[src/design/email_address_validator_macros.svh]
// ----------------------------------------------------------------------------
// Assertion macros for the email address validator.
// ----------------------------------------------------------------------------
`ifndef EMAIL_ADDRESS_VALIDATOR_MACROS_SVH
`define EMAIL_ADDRESS_VALIDATOR_MACROS_SVH

`ifndef SYNTHESIS
// The consequent must hold in the same cycle as the antecedent.
`define EAV_ASSERT_SAME(label, ante, cons) \
    label: assert property (@(posedge aclk) disable iff (!aresetn) \
        (ante) |-> (cons)) else $error("eav assertion failed");
// The consequent must hold in the cycle after the antecedent.
`define EAV_ASSERT_NEXT(label, ante, cons) \
    label: assert property (@(posedge aclk) disable iff (!aresetn) \
        (ante) |=> (cons)) else $error("eav assertion failed");
`else
`define EAV_ASSERT_SAME(label, ante, cons)
`define EAV_ASSERT_NEXT(label, ante, cons)
`endif

`endif

[src/design/eav_pkg.sv]
// ----------------------------------------------------------------------------
// eav_pkg
// Types, phase codes and character classes shared by the validator modules.
// ----------------------------------------------------------------------------
package eav_pkg;

    localparam logic [2:0] PH_LOCAL  = 3'd0;
    localparam logic [2:0] PH_QUOTED = 3'd1;
    localparam logic [2:0] PH_ESCAPE = 3'd2;
    localparam logic [2:0] PH_CLOSED = 3'd3;
    localparam logic [2:0] PH_DOMAIN = 3'd4;
    localparam logic [2:0] PH_REJECT = 3'd5;

    localparam logic [7:0] CH_NUL    = 8'h00;
    localparam logic [7:0] CH_SPACE  = 8'h20;
    localparam logic [7:0] CH_QUOTE  = 8'h22;
    localparam logic [7:0] CH_DOT    = 8'h2E;
    localparam logic [7:0] CH_AT     = 8'h40;
    localparam logic [7:0] CH_BSLASH = 8'h5C;
    localparam logic [7:0] CH_DEL    = 8'h7F;

    typedef struct packed {
        logic [2:0] phase;
        logic       at_local_start;
        logic       prev_was_dot;
        logic       domain_has_dot;
        logic       at_domain_start;
    } eav_state_t;

    localparam eav_state_t STATE_RESET = '{
        phase:           PH_LOCAL,
        at_local_start:  1'b1,
        prev_was_dot:    1'b0,
        domain_has_dot:  1'b0,
        at_domain_start: 1'b0
    };

    function automatic logic is_special(input logic [7:0] b);
        logic res;
        case (b) inside
            8'h28, 8'h29, 8'h3C, 8'h3E, 8'h40, 8'h2C,
            8'h3B, 8'h3A, 8'h5C, 8'h22, 8'h5B, 8'h5D: res = 1'b1;
            default:                                 res = 1'b0;
        endcase
        return res;
    endfunction

    function automatic logic out_of_range(input logic [7:0] b);
        return (b <= CH_SPACE) || (b >= CH_DEL);
    endfunction

endpackage

[src/design/eav_parser.sv]
// ----------------------------------------------------------------------------
// eav_parser
// Next-state and verdict logic for one address byte.
// ----------------------------------------------------------------------------
module eav_parser (
    input  logic [7:0]          char_byte,
    input  eav_pkg::eav_state_t cur,
    output eav_pkg::eav_state_t nxt,
    output logic                verdict
);

    logic bad_char;
    logic local_edge;

    assign bad_char   = eav_pkg::out_of_range(char_byte) || eav_pkg::is_special(char_byte);
    assign local_edge = cur.at_local_start || cur.prev_was_dot;
    assign verdict    = (cur.phase == eav_pkg::PH_DOMAIN) && !cur.at_domain_start &&
                        cur.domain_has_dot;

    always_comb begin
        nxt = cur;
        if (char_byte == eav_pkg::CH_NUL) begin
            nxt = eav_pkg::STATE_RESET;
        end else begin
            unique case (cur.phase)
                eav_pkg::PH_LOCAL: begin
                    if (char_byte == eav_pkg::CH_QUOTE && local_edge) begin
                        nxt.phase          = eav_pkg::PH_QUOTED;
                        nxt.at_local_start = 1'b0;
                        nxt.prev_was_dot   = 1'b0;
                    end else if (char_byte == eav_pkg::CH_AT) begin
                        if (local_edge) begin
                            nxt.phase = eav_pkg::PH_REJECT;
                        end else begin
                            nxt.phase           = eav_pkg::PH_DOMAIN;
                            nxt.at_domain_start = 1'b1;
                            nxt.prev_was_dot    = 1'b0;
                            nxt.domain_has_dot  = 1'b0;
                        end
                    end else if (bad_char) begin
                        nxt.phase = eav_pkg::PH_REJECT;
                    end else begin
                        nxt.at_local_start = 1'b0;
                        nxt.prev_was_dot   = (char_byte == eav_pkg::CH_DOT);
                    end
                end
                eav_pkg::PH_QUOTED: begin
                    if (char_byte == eav_pkg::CH_QUOTE) begin
                        nxt.phase = eav_pkg::PH_CLOSED;
                    end else if (char_byte == eav_pkg::CH_BSLASH) begin
                        nxt.phase = eav_pkg::PH_ESCAPE;
                    end else if (eav_pkg::out_of_range(char_byte)) begin
                        nxt.phase = eav_pkg::PH_REJECT;
                    end
                end
                eav_pkg::PH_ESCAPE: begin
                    // An escaped space is allowed even though a bare one is not.
                    if (char_byte == eav_pkg::CH_SPACE || !eav_pkg::out_of_range(char_byte)) begin
                        nxt.phase = eav_pkg::PH_QUOTED;
                    end else begin
                        nxt.phase = eav_pkg::PH_REJECT;
                    end
                end
                eav_pkg::PH_CLOSED: begin
                    if (char_byte == eav_pkg::CH_AT) begin
                        nxt.phase           = eav_pkg::PH_DOMAIN;
                        nxt.at_domain_start = 1'b1;
                        nxt.prev_was_dot    = 1'b0;
                        nxt.domain_has_dot  = 1'b0;
                    end else if (char_byte == eav_pkg::CH_DOT) begin
                        nxt.phase          = eav_pkg::PH_LOCAL;
                        nxt.at_local_start = 1'b0;
                        nxt.prev_was_dot   = 1'b1;
                    end else begin
                        nxt.phase = eav_pkg::PH_REJECT;
                    end
                end
                eav_pkg::PH_DOMAIN: begin
                    if (char_byte == eav_pkg::CH_DOT) begin
                        if (cur.at_domain_start || cur.prev_was_dot) begin
                            nxt.phase = eav_pkg::PH_REJECT;
                        end else begin
                            nxt.domain_has_dot  = 1'b1;
                            nxt.prev_was_dot    = 1'b1;
                            nxt.at_domain_start = 1'b0;
                        end
                    end else if (bad_char) begin
                        nxt.phase = eav_pkg::PH_REJECT;
                    end else begin
                        nxt.prev_was_dot    = 1'b0;
                        nxt.at_domain_start = 1'b0;
                    end
                end
                default: begin
                    nxt.phase = eav_pkg::PH_REJECT;
                end
            endcase
        end
    end

endmodule

[src/design/email_address_validator.sv]
// ----------------------------------------------------------------------------
// email_address_validator
// Streams address bytes in and returns one verdict per zero-terminated address.
// ----------------------------------------------------------------------------
// Usage:
// Bytes of an address enter on the s_ channel, one item per cycle at most.
// A zero byte ends the address; it yields one item on the m_ channel whose
// m_address_ok is 1 when the address was valid. Nonzero bytes yield nothing.
// After the zero byte the parser is back in its start state, so the next
// address may follow in the very next cycle.
// A zero byte is held first in the input register and its verdict then in the
// result register on m_valid (two register stages: input byte, then result).
// Throughput: one byte per cycle while no zero byte waits for the result register.
// When the receiver stalls, nonzero bytes still flow; only a zero byte waits
// in the input register until the result register is free, and s_ready drops
// while it waits there.
// Reset (aresetn low, synchronous) empties both registers and returns the
// parser to the start of the local part.
// ----------------------------------------------------------------------------
`include "email_address_validator_macros.svh"

module email_address_validator (
    input  logic       aclk,
    input  logic       aresetn,
    input  logic       s_valid,
    output logic       s_ready,
    input  logic [7:0] s_char_byte,
    output logic       m_valid,
    input  logic       m_ready,
    output logic       m_address_ok
);

    logic                in_valid_reg;
    logic [7:0]          in_byte_reg;
    eav_pkg::eav_state_t state_reg;
    eav_pkg::eav_state_t state_next;
    logic                verdict;
    logic                m_valid_reg;
    logic                m_ok_reg;
    logic                out_free;
    logic                is_end;
    logic                proc_fire;
    logic                out_load;

    eav_parser u_parser (
        .char_byte (in_byte_reg),
        .cur       (state_reg),
        .nxt       (state_next),
        .verdict   (verdict)
    );

    assign out_free  = !m_valid_reg || m_ready;
    assign is_end    = (in_byte_reg == eav_pkg::CH_NUL);
    assign proc_fire = in_valid_reg && (!is_end || out_free);
    assign out_load  = proc_fire && is_end;
    assign s_ready   = !in_valid_reg || proc_fire;

    assign m_valid      = m_valid_reg;
    assign m_address_ok = m_ok_reg;

    always_ff @(posedge aclk) begin
        if (!aresetn) begin
            in_valid_reg <= 1'b0;
            state_reg    <= eav_pkg::STATE_RESET;
            m_valid_reg  <= 1'b0;
        end else begin
            if (s_valid && s_ready) begin
                in_valid_reg <= 1'b1;
            end else if (proc_fire) begin
                in_valid_reg <= 1'b0;
            end
            if (proc_fire) begin
                state_reg <= state_next;
            end
            if (out_load) begin
                m_valid_reg <= 1'b1;
            end else if (m_ready) begin
                m_valid_reg <= 1'b0;
            end
        end
    end

    always_ff @(posedge aclk) begin
        if (s_valid && s_ready) begin
            in_byte_reg <= s_char_byte;
        end
        if (out_load) begin
            m_ok_reg <= verdict;
        end
    end

    // An address end always leaves the parser in its start state.
    `EAV_ASSERT_NEXT(a_end_resets, out_load, state_reg == eav_pkg::STATE_RESET)
    // A pending byte that is not processed stays in the input register.
    `EAV_ASSERT_NEXT(a_hold_input, in_valid_reg && !proc_fire,
                     in_valid_reg && $stable(in_byte_reg))
    // A positive verdict only comes from the domain phase.
    `EAV_ASSERT_SAME(a_ok_in_domain, out_load && verdict,
                     state_reg.phase == eav_pkg::PH_DOMAIN)
    // A result is never overwritten while the receiver stalls.
    `EAV_ASSERT_SAME(a_no_overwrite, out_load, !m_valid_reg || m_ready)

endmodule

[config.mk]
export PLATFORM = sky130hd
export DESIGN_NAME = email_address_validator
export DESIGN_NICKNAME = d
export VERILOG_FILES = /design/src/design/eav_pkg.sv /design/src/design/eav_parser.sv /design/src/design/email_address_validator.sv
export VERILOG_INCLUDE_DIRS = /design/src /design/src/design
export SDC_FILE = /design/constraint.sdc
export NUM_CORES = 1
export LEC_CHECK = 0
export ABC_AREA = 1
export BUFFER_PORTS_ARGS = -buffer_cell sky130_fd_sc_hd__buf_2
export CELL_PAD_IN_SITES_DETAIL_PLACEMENT = 1
export CELL_PAD_IN_SITES_GLOBAL_PLACEMENT = 1
export CORE_UTILIZATION = 35
export DETAILED_ROUTE_END_ITERATION = 8
export HOLD_SLACK_MARGIN = 0.15
export PLACE_DENSITY = 0.8
export SETUP_SLACK_MARGIN = 0.4
export SLEW_MARGIN = 20
export SYNTH_ARGS = -nofsm -noshare
export SYNTH_HDL_FRONTEND = slang
export SYNTH_HIERARCHICAL = 1
export SYNTH_SLANG_ARGS = --single-unit
[constraint.sdc]
create_clock -name aclk -period 3.35 [get_ports aclk]
set_clock_uncertainty 0.05 [all_clocks]
set_input_delay 0.67 -clock aclk [delete_from_list [all_inputs] [get_ports aclk]]
set_output_delay 0.67 -clock aclk [all_outputs]
set_load 0.01 [all_outputs]
Word-level counts from Yosys, hierarchy flattened:

Cells that the tools add are included.

* logic and storage cells: 113
* output and inout bits: 3
* input bits: 12
* bits in registers: 18

* order comparisons: 2
* equal/unequal tests: 35
* reduce and logical (&&, ||, !) cells: 31
* muxes and demuxes: 36

Operators by type and width (number)
* 8-bit by 6-bit == test with 1-bit output, second input constant: 10
* 3-bit 2-to-1 mux: 12
* 8-bit by 7-bit == test with 1-bit output, second input constant: 4
* 4-bit != test, second input constant: 4
* 8-bit AND reduction: 2
* 3-bit != test, second input constant: 5
* 3-bit one-hot mux with 5 select lines: 1
* 1-bit 2-to-1 mux: 14
* 12-bit OR reduction: 1
* 2-bit 2-to-1 mux: 5
* 5-bit != test, second input constant: 2
* 3-bit by 2-bit != test with 1-bit output, second input constant: 3
* 3-bit one-hot mux with 3 select lines: 1
* 8-bit by 7-bit >= comparator with 1-bit output, second input constant: 1
* 8-bit by 6-bit less-or-equal comparator with 1-bit output, second input constant: 1
* 8-bit logical NOT: 1
* 1-bit logical OR: 8
* 7-bit 2-to-1 mux: 1
* 7-bit AND reduction: 1
* 3-bit by 2-bit == test with 1-bit output, second input constant: 2
* 1-bit logical AND: 6
* 6-bit AND reduction: 1
* 1-bit logical NOT: 5
* 5-bit 2-to-1 mux: 1
* other kinds (11): 12

Logic depth before layout (Yosys ltp):

Gate-level depths: netlist of run 1.

* depth after elaboration: 9
* gate-level depth with buffers: 17
* gate-level depth less buffers: 17

By module:

Netlist of run 1, hierarchy kept.

By module, submodules not included
* email_address_validator: cells each 76, times used 1, seq. area each 450.4 um^2, area each 738.2 um^2
* eav_parser: cells each 161, times used 1, seq. area each 0.0 um^2, area each 733.2 um^2

Worst setup path before layout of run 1:

Ideal clock, no wire load.

* path type: input to output
* from: input m_ready
* to: output s_ready
* setup slack: 1.530 ns
* data required time: 2.630 ns
* buffers on the path: 0
* data arrival time: 1.100 ns
* stages on the path: 2
* path through: nor2_1 nand3_1

* cells in the longest elaborated chain, start to end: 4

RTL lines
* from (decl): line email_address_validator.sv:29 `input logic m_ready,`
* 1-bit logical OR: line email_address_validator.sv:52 `assign out_free = !m_valid_reg || m_ready;`
* 1-bit logical OR: line email_address_validator.sv:54 `assign proc_fire = in_valid_reg && (!is_end || out_free);`
* 1-bit logical AND: line email_address_validator.sv:54
* 1-bit logical OR: line email_address_validator.sv:56 `assign s_ready = !in_valid_reg || proc_fire;`
* to (decl): line email_address_validator.sv:26 `output logic s_ready,`

No other way between the ends.

Worst setup path after layout of run 1:

* from: register in_byte_reg[1]
* to: output s_ready

* cells in the longest elaborated chain, start to end: 5

RTL lines
* from (decl): line email_address_validator.sv:34 `logic [7:0] in_byte_reg;`
* from (signal assigned): line email_address_validator.sv:85 `in_byte_reg <= s_char_byte;`
* 8-bit logical NOT: line email_address_validator.sv:53 `assign is_end = (in_byte_reg == eav_pkg::CH_NUL);`
* 1-bit logical NOT: line email_address_validator.sv:54
* 1-bit logical OR: line email_address_validator.sv:54
* 1-bit logical AND: line email_address_validator.sv:54
* 1-bit logical OR: line email_address_validator.sv:56

No other way between the ends.

==> results of run 1 <==
area by class of cell:
cell class | count | area (um^2)
Inverter | 44 | 165.2
Sequential cell | 18 | 450.4
Clock buffer | 4 | 45.04
Tap cell | 50 | 62.56
Timing Repair Buffer | 14 | 70.07
Fill cell | 551 | 2415
Multi-Input combinational cell | 171 | 820.8
logic make-up after synthesis:
kind of cell,count (synthesis),share of synthesized area (%)
AO/OA/AOI/OAI,23,9.269
buffers and inverters,48,13.61
AND/OR/NAND/NOR,148,46.51
flip-flops,18,30.61
Yosys cell counts (all sizes together):
cell type	number
nand2	69
nor2	55
inv	44
nand3	22
a21oi	15
dfxtp	9
edfxtp	9
o21ai	5
buf	4
nand4	2
a21boi	1
a31oi	1
o21bai	1
worst paths after layout:
check             cells past startpoint                       from  slack (ps)                        end
setup / recovery                      5   in_byte_reg[1]$_DFFE_PP_        1140                    s_ready
hold / removal                        2  state_reg[0]$_SDFFE_PN0P_         430  state_reg[0]$_SDFFE_PN0P_
setup reg to reg                     14   in_byte_reg[0]$_DFFE_PP_        1410  state_reg[4]$_SDFFE_PN0P_
hold reg to reg                       2  state_reg[0]$_SDFFE_PN0P_         430  state_reg[0]$_SDFFE_PN0P_
power by group through the flow:
| stage | registers [mW] | clock network, mW | logic [mW] |
|---|---|---|---|
| global placement | 0.273 | 0 | 0.137 |
| floorplan | 0.265 | 0 | 0.115 |
| CTS | 0.268 | 0.161 | 0.144 |
| finish | 0.269 | 0.156 | 0.143 |
| detailed placement | 0.273 | 0 | 0.142 |
| global route | 0.271 | 0.172 | 0.166 |
per-stage QoR:
stage	instance area [um^2]	hold slack, ps	std cells
finish	1614	433.9	301
global route	1614	493.0	301
CTS	1614	440.6	301
detailed placement	1569	423.3	297
global placement	1569	415.8	297
floorplan	1471	400.2	237
routing by layer:
metal	GRT usage, %	vias to the layer above	part of all wire, %
met5	0	-	0
met4	6.383	0	0.75
met3	1.541	2	0.94
met2	31.94	12	47
met1	24.59	645	51
li1	-	757	-
worst max-delay path, cell delays in order, from the launching register on:
cell and delay, ps:
sky130_fd_sc_hd__edfxtp_1 470, sky130_fd_sc_hd__nor2_1 170, sky130_fd_sc_hd__nand2_1 120, sky130_fd_sc_hd__nor2_4 170, sky130_fd_sc_hd__nand3_1 120, sky130_fd_sc_hd__buf_2 190
==> out/summary.txt, run 1 <==
========================================================================================
Result of the run                                                           complete, no violations
Type of destination of the critical path                                      output pin
Kind of launch point of the worst setup path                                   flip-flop
Clock root cell                                                             sky130_fd_sc_hd__clkbuf_8
Ratio of final minimum period to clock period                                     66.05%
H-Tree Level Count                                                                     1
Synthesis-to-layout area growth                                                   9.694%
Drc violations                                                                         0
Synth unique cells                                                                    25
Minimum setup slack in the final design                                          1137 ps
Cell taking the most area after synthesis                                   sky130_fd_sc_hd__edfxtp_1
Cell row count                                                                        23
Total power draw                                                                567.1 uW
Maximum achievable frequency                                                   452.0 MHz
Overall Global Routing Usage                                                      18.76%
Via count of the first global-routing pass                                          1426
Area of the mapped netlist                                                     1471 um^2
Max Fanout on Critical Path                                                            6
Startpoint-to-endpoint class of the critical path                             reg -> out
Die height                                                                      66.84 um
Clock tree from TritonCTS                                                          built
Final standard cell utilization of the core                                       40.06%
Final layout net count                                                               264
Commonest cells after routing, fill and taps aside                          sky130_fd_sc_hd__nand2_1, sky130_fd_sc_hd__nor2_1, sky130_fd_sc_hd__inv_1
Register area share after synthesis                                               30.61%
Placer's final routability congestion estimate                                    0.8070
Number of setup violations in the final report                                         0
Arrival @ worst endpoint                                                         1490 ps
Wirelength, routed                                                               3602 um
Number of buffers added to fix hold violations after cts                               0
Highest ir drop seen on vdd                                                    0.2464 mV
Final Max Slew Viols                                                                   0
Most common cell after layout, fill and taps aside                          sky130_fd_sc_hd__nand2_1
Synthesized netlist net count                                                        249
Required time of the critical path                                               2630 ps
Combinational group share of total power                                           25.1%
Floorplan die width                                                             66.84 um
Internal portion of total power                                                 382.8 uW
Clock latency on the worst-skew pair                                              250 ps
Initial antenna violation count                                                        0
Tightest Pin Transition                                                         630.6 ps
Switching pwr                                                                   184.3 uW
Synthesis warning total                                                                6
Average size of a mapped cell                                                 6.208 um^2
Syn Inst Count                                                                       237
Floorplan core area                                                            4029 um^2
Clock Path Buffers                                                                     2
Type of the most critical hold path                                           reg -> reg
Top-level I/O count                                                                   15
Leakage power of the design                                                    0.8632 nW
Clock transition at path regs                                                      70 ps
Wire length of the first global-routing pass                                     6313 um
Final-report hold violation count                                                      0
Residual antenna-violating net count after detailed routing                            0
Placement Setup Slack                                                            1264 ps
Number of diodes added for antenna fixing                                              0
Net Sw Frac                                                                       32.50%
Vias per inst                                                                      4.704
Maximum number of pins on one net before global-route repair                          18
Fraction of post-synthesis cell area in the top cell type by area                 18.37%
Synthesized flop and latch total                                                      18
Share of total power in sequential cells                                           47.4%
RSZ-0062 raised after global routing                                                  no
P per Cell Area                                                             351.4 nW/um^2
Global route total overflow                                                            0
Die area                                                                       4468 um^2
Proportion of layout cells with a drive suffix above 1                            19.12%
First-pass iteration count of the detailed router                                      4
Number of violations reported at the end of detailed-routing iteration 0              19
Power share of the clock group                                                     27.5%
Number of vias after detailed routing                                               1416
Crit path time final                                                             2213 ps
Relative slew slack                                                               57.90%
Total Negative Setup Slacks                                                         0 ps
Largest register FFs                                                                   8
Number of clock sinks seen by CTS                                                     18
Effective utilization at floorplan                                                36.52%
CTS Buf Count                                                                          3
Port-buffer cells                                                                     14
Detailed-route wire length per cell                                             11.97 um
Total half-perimeter wirelength after legalization and detailed placement        2931 um
Number of max-cap violations                                                           0
Cell types with the largest area share after synthesis                      sky130_fd_sc_hd__edfxtp_1, sky130_fd_sc_hd__nand2_1, sky130_fd_sc_hd__dfxtp_1
Number of buffers inserted to repair setup after CTS                                   0
Post-CTS resize count                                                                  0
========================================================================================
(Power assumes the default switching activity.)
==> inputs of run 2 (changes only) <==
- PLACE_DENSITY: 0.8 -> 0.83
- clock period: 3.35 -> 2 ns (I/O delays scaled with it)
==> out/summary.txt, run 2 (synthesis results as in run 1) <==
========================================================================================
Tightest Pin Transition                                                         532.8 ps   -97.83 ps
Type of destination of the critical path                                      output pin
H-Tree Level Count                                                                     1   unchanged
Via count of the first global-routing pass                                          1649   +16%
Total power draw                                                                1.072 mW   +89%
Worst-case hold slack                                                           258.1 ps   -175.8 ps
Cell row count                                                                        23   unchanged
P per Cell Area                                                             568.4 nW/um^2   +62%
Kind of launch point of the worst setup path                                   flip-flop
Initial antenna violation count                                                        0   unchanged
Count of non-filler cells in the finished layout                                     318   +5.6%
Cell count after placement                                                           299   +0.67%
Crit path time final                                                             2101 ps
Floorplan die width                                                             66.84 um   unchanged
Floorplan core area                                                            4029 um^2   unchanged
Clock transition at path regs                                                      80 ps   about the same
Die area                                                                       4468 um^2   unchanged
Final Max Slew Viols                                                                   0   unchanged
Max Fanout on Critical Path                                                            7   +1
Number of clock sinks seen by CTS                                                     18   unchanged
Final layout net count                                                               281   +6.4%
Number of setup violations in the final report                                         4   +4
Leakage power of the design                                                    0.9534 nW   +10%
Highest ir drop seen on vdd                                                    0.4102 mV   +66%
Vias per inst                                                                      5.214   +11%
Drc violations                                                                         0   unchanged
Number of vias after detailed routing                                               1658   +17%
Placer's final routability congestion estimate                                    0.8219   +1.8%
Type of the most critical hold path                                            in -> reg
Minimum setup slack in the final design                                        -101.0 ps   -1238 ps
RSZ-0062 raised after global routing                                                 yes
Arrival @ worst endpoint                                                         1650 ps   +160 ps
Multi-input logic area                                                        954.7 um^2   +16%
Number of violations reported at the end of detailed-routing iteration 0              77   +58
Result of the run                                                           finished with violations
Total half-perimeter wirelength after legalization and detailed placement        3181 um   +8.5%
Number of max-cap violations                                                           0   unchanged
Global route total overflow                                                            0   unchanged
Die height                                                                      66.84 um   unchanged
Wirelength, routed                                                               5498 um   +53%
Flip-flop and latch area                                                      450.4 um^2   unchanged
Top-level I/O count                                                                   15   unchanged
Largest register FFs                                                                   8   unchanged
Final-report hold violation count                                                      0   unchanged
Commonest cells after routing, fill and taps aside                          sky130_fd_sc_hd__nand2_1, sky130_fd_sc_hd__inv_1, sky130_fd_sc_hd__nor2_1
First-pass iteration count of the detailed router                                      4   unchanged
Maximum achievable frequency                                                   476.0 MHz
Relative slew slack                                                               64.35%   +6.4 points
Clock Path Buffers                                                                     2   unchanged
Wire length of the first global-routing pass                                     7396 um   +17%
Failing checks                                                              negative setup slack
CTS Buf Count                                                                          3   unchanged
Port-buffer cells                                                                     14   unchanged
Effective utilization at floorplan                                                36.52%   unchanged
Proportion of layout cells with a drive suffix above 1                            36.94%   +18 points
Final standard cell utilization of the core                                       46.80%   +6.7 points
Clock root cell                                                             sky130_fd_sc_hd__clkbuf_8
Most common cell after layout, fill and taps aside                          sky130_fd_sc_hd__nand2_1
Clock latency on the worst-skew pair                                              260 ps   about the same
Ratio of final minimum period to clock period                                     105.1%
Worst-case register-to-register setup slack                                       -60 ps   -1470 ps
Residual antenna-violating net count after detailed routing                            0   unchanged
Synthesis-to-layout area growth                                                   28.15%
Maximum number of pins on one net before global-route repair                          17   -1
Number of diodes added for antenna fixing                                              0   unchanged
Startpoint-to-endpoint class of the critical path                             reg -> out
Count of fill cells added during filler insertion                                    553   +0.36%
Clock tree from TritonCTS                                                          built
Detailed-route wire length per cell                                             17.29 um   +44%
Overall Global Routing Usage                                                      21.69%   +2.9 points
Required time of the critical path                                               1550 ps   -1080 ps
========================================================================================
run 2: cell count changes in the layout (fill, tap and decap cells not counted), moves of 3 or more:
cell / delta
sky130_fd_sc_hd__nor2_1: -15
sky130_fd_sc_hd__nand3_1: -3
sky130_fd_sc_hd__buf_4: +15
sky130_fd_sc_hd__nor2_2: +12
sky130_fd_sc_hd__inv_1: -4
sky130_fd_sc_hd__nand2_1: -10
sky130_fd_sc_hd__nand2_2: +8
sky130_fd_sc_hd__inv_2: +3
sky130_fd_sc_hd__nor2_4: +3
run 2: final cells by class:
| type | instances | area share [%] |
|---|---|---|
| clock buffers | 4 | 2.389 |
| inverters | 44 | 8.892 |
| multi-input cells | 171 | 50.63 |
| flip-flops and latches | 18 | 23.89 |
| well taps | 50 | 3.318 |
| repair buffers | 31 | 10.88 |
run 2: worst paths after layout:
| path | depth (start not counted) | endpoint | start |
|---|---|---|---|
| worst max register to register | 14 | state_reg[6]$_SDFFE_PN0P_ | in_byte_reg[2]$_DFFE_PP_ |
| worst min register to register | 2 | state_reg[1]$_SDFFE_PN0P_ | state_reg[1]$_SDFFE_PN0P_ |
| worst min-delay path | 1 | in_byte_reg[6]$_DFFE_PP_ | s_char_byte[6] |
| worst max-delay path | 7 | s_ready | in_byte_reg[5]$_DFFE_PP_ |
run 2: layer usage:
metal,vias up,GRT usage [%],wire length [um]
li1,789,-,-
met5,-,0,0
met4,0,5.585,210
met3,22,1.370,147
met2,46,41.04,2832
met1,801,26.01,2307
run 2: timing repair:
item,in CTS,in global routing
gates cloned,0,0
hold buffers,0,0
buffers inserted,7,8
pin swaps,9,9
endpoints found under the setup margin,16,17
resized for setup,11,31
run 2: power by group:
group,internal (mW),leakage [nW],switching [mW]
clock network,0.142,0.0228,0.135
logic,0.126,0.771,0.224
registers,0.413,0.160,0.0309
total,0.682,0.953,0.390
run 2: critical path, cell delays in order (launching register included):
cell and delay, ps:
sky130_fd_sc_hd__edfxtp_1 400, sky130_fd_sc_hd__buf_4 200, sky130_fd_sc_hd__buf_4 140, sky130_fd_sc_hd__nor2_1 130, sky130_fd_sc_hd__nand2_1 110, sky130_fd_sc_hd__nor2_4 140
sky130_fd_sc_hd__nand3_2 100, sky130_fd_sc_hd__buf_2 170
run 2: metrics by stage:
step	setup TNS (ps)	area, um^2	setup WS, ps
floorplan	0	1481	380.1
finish	-267.6	1886	-101.0
global placement	0	1594	146.7
detailed placement	0	1594	70.54
CTS	0	1725	118.8
global route	-907.9	1886	-204.4
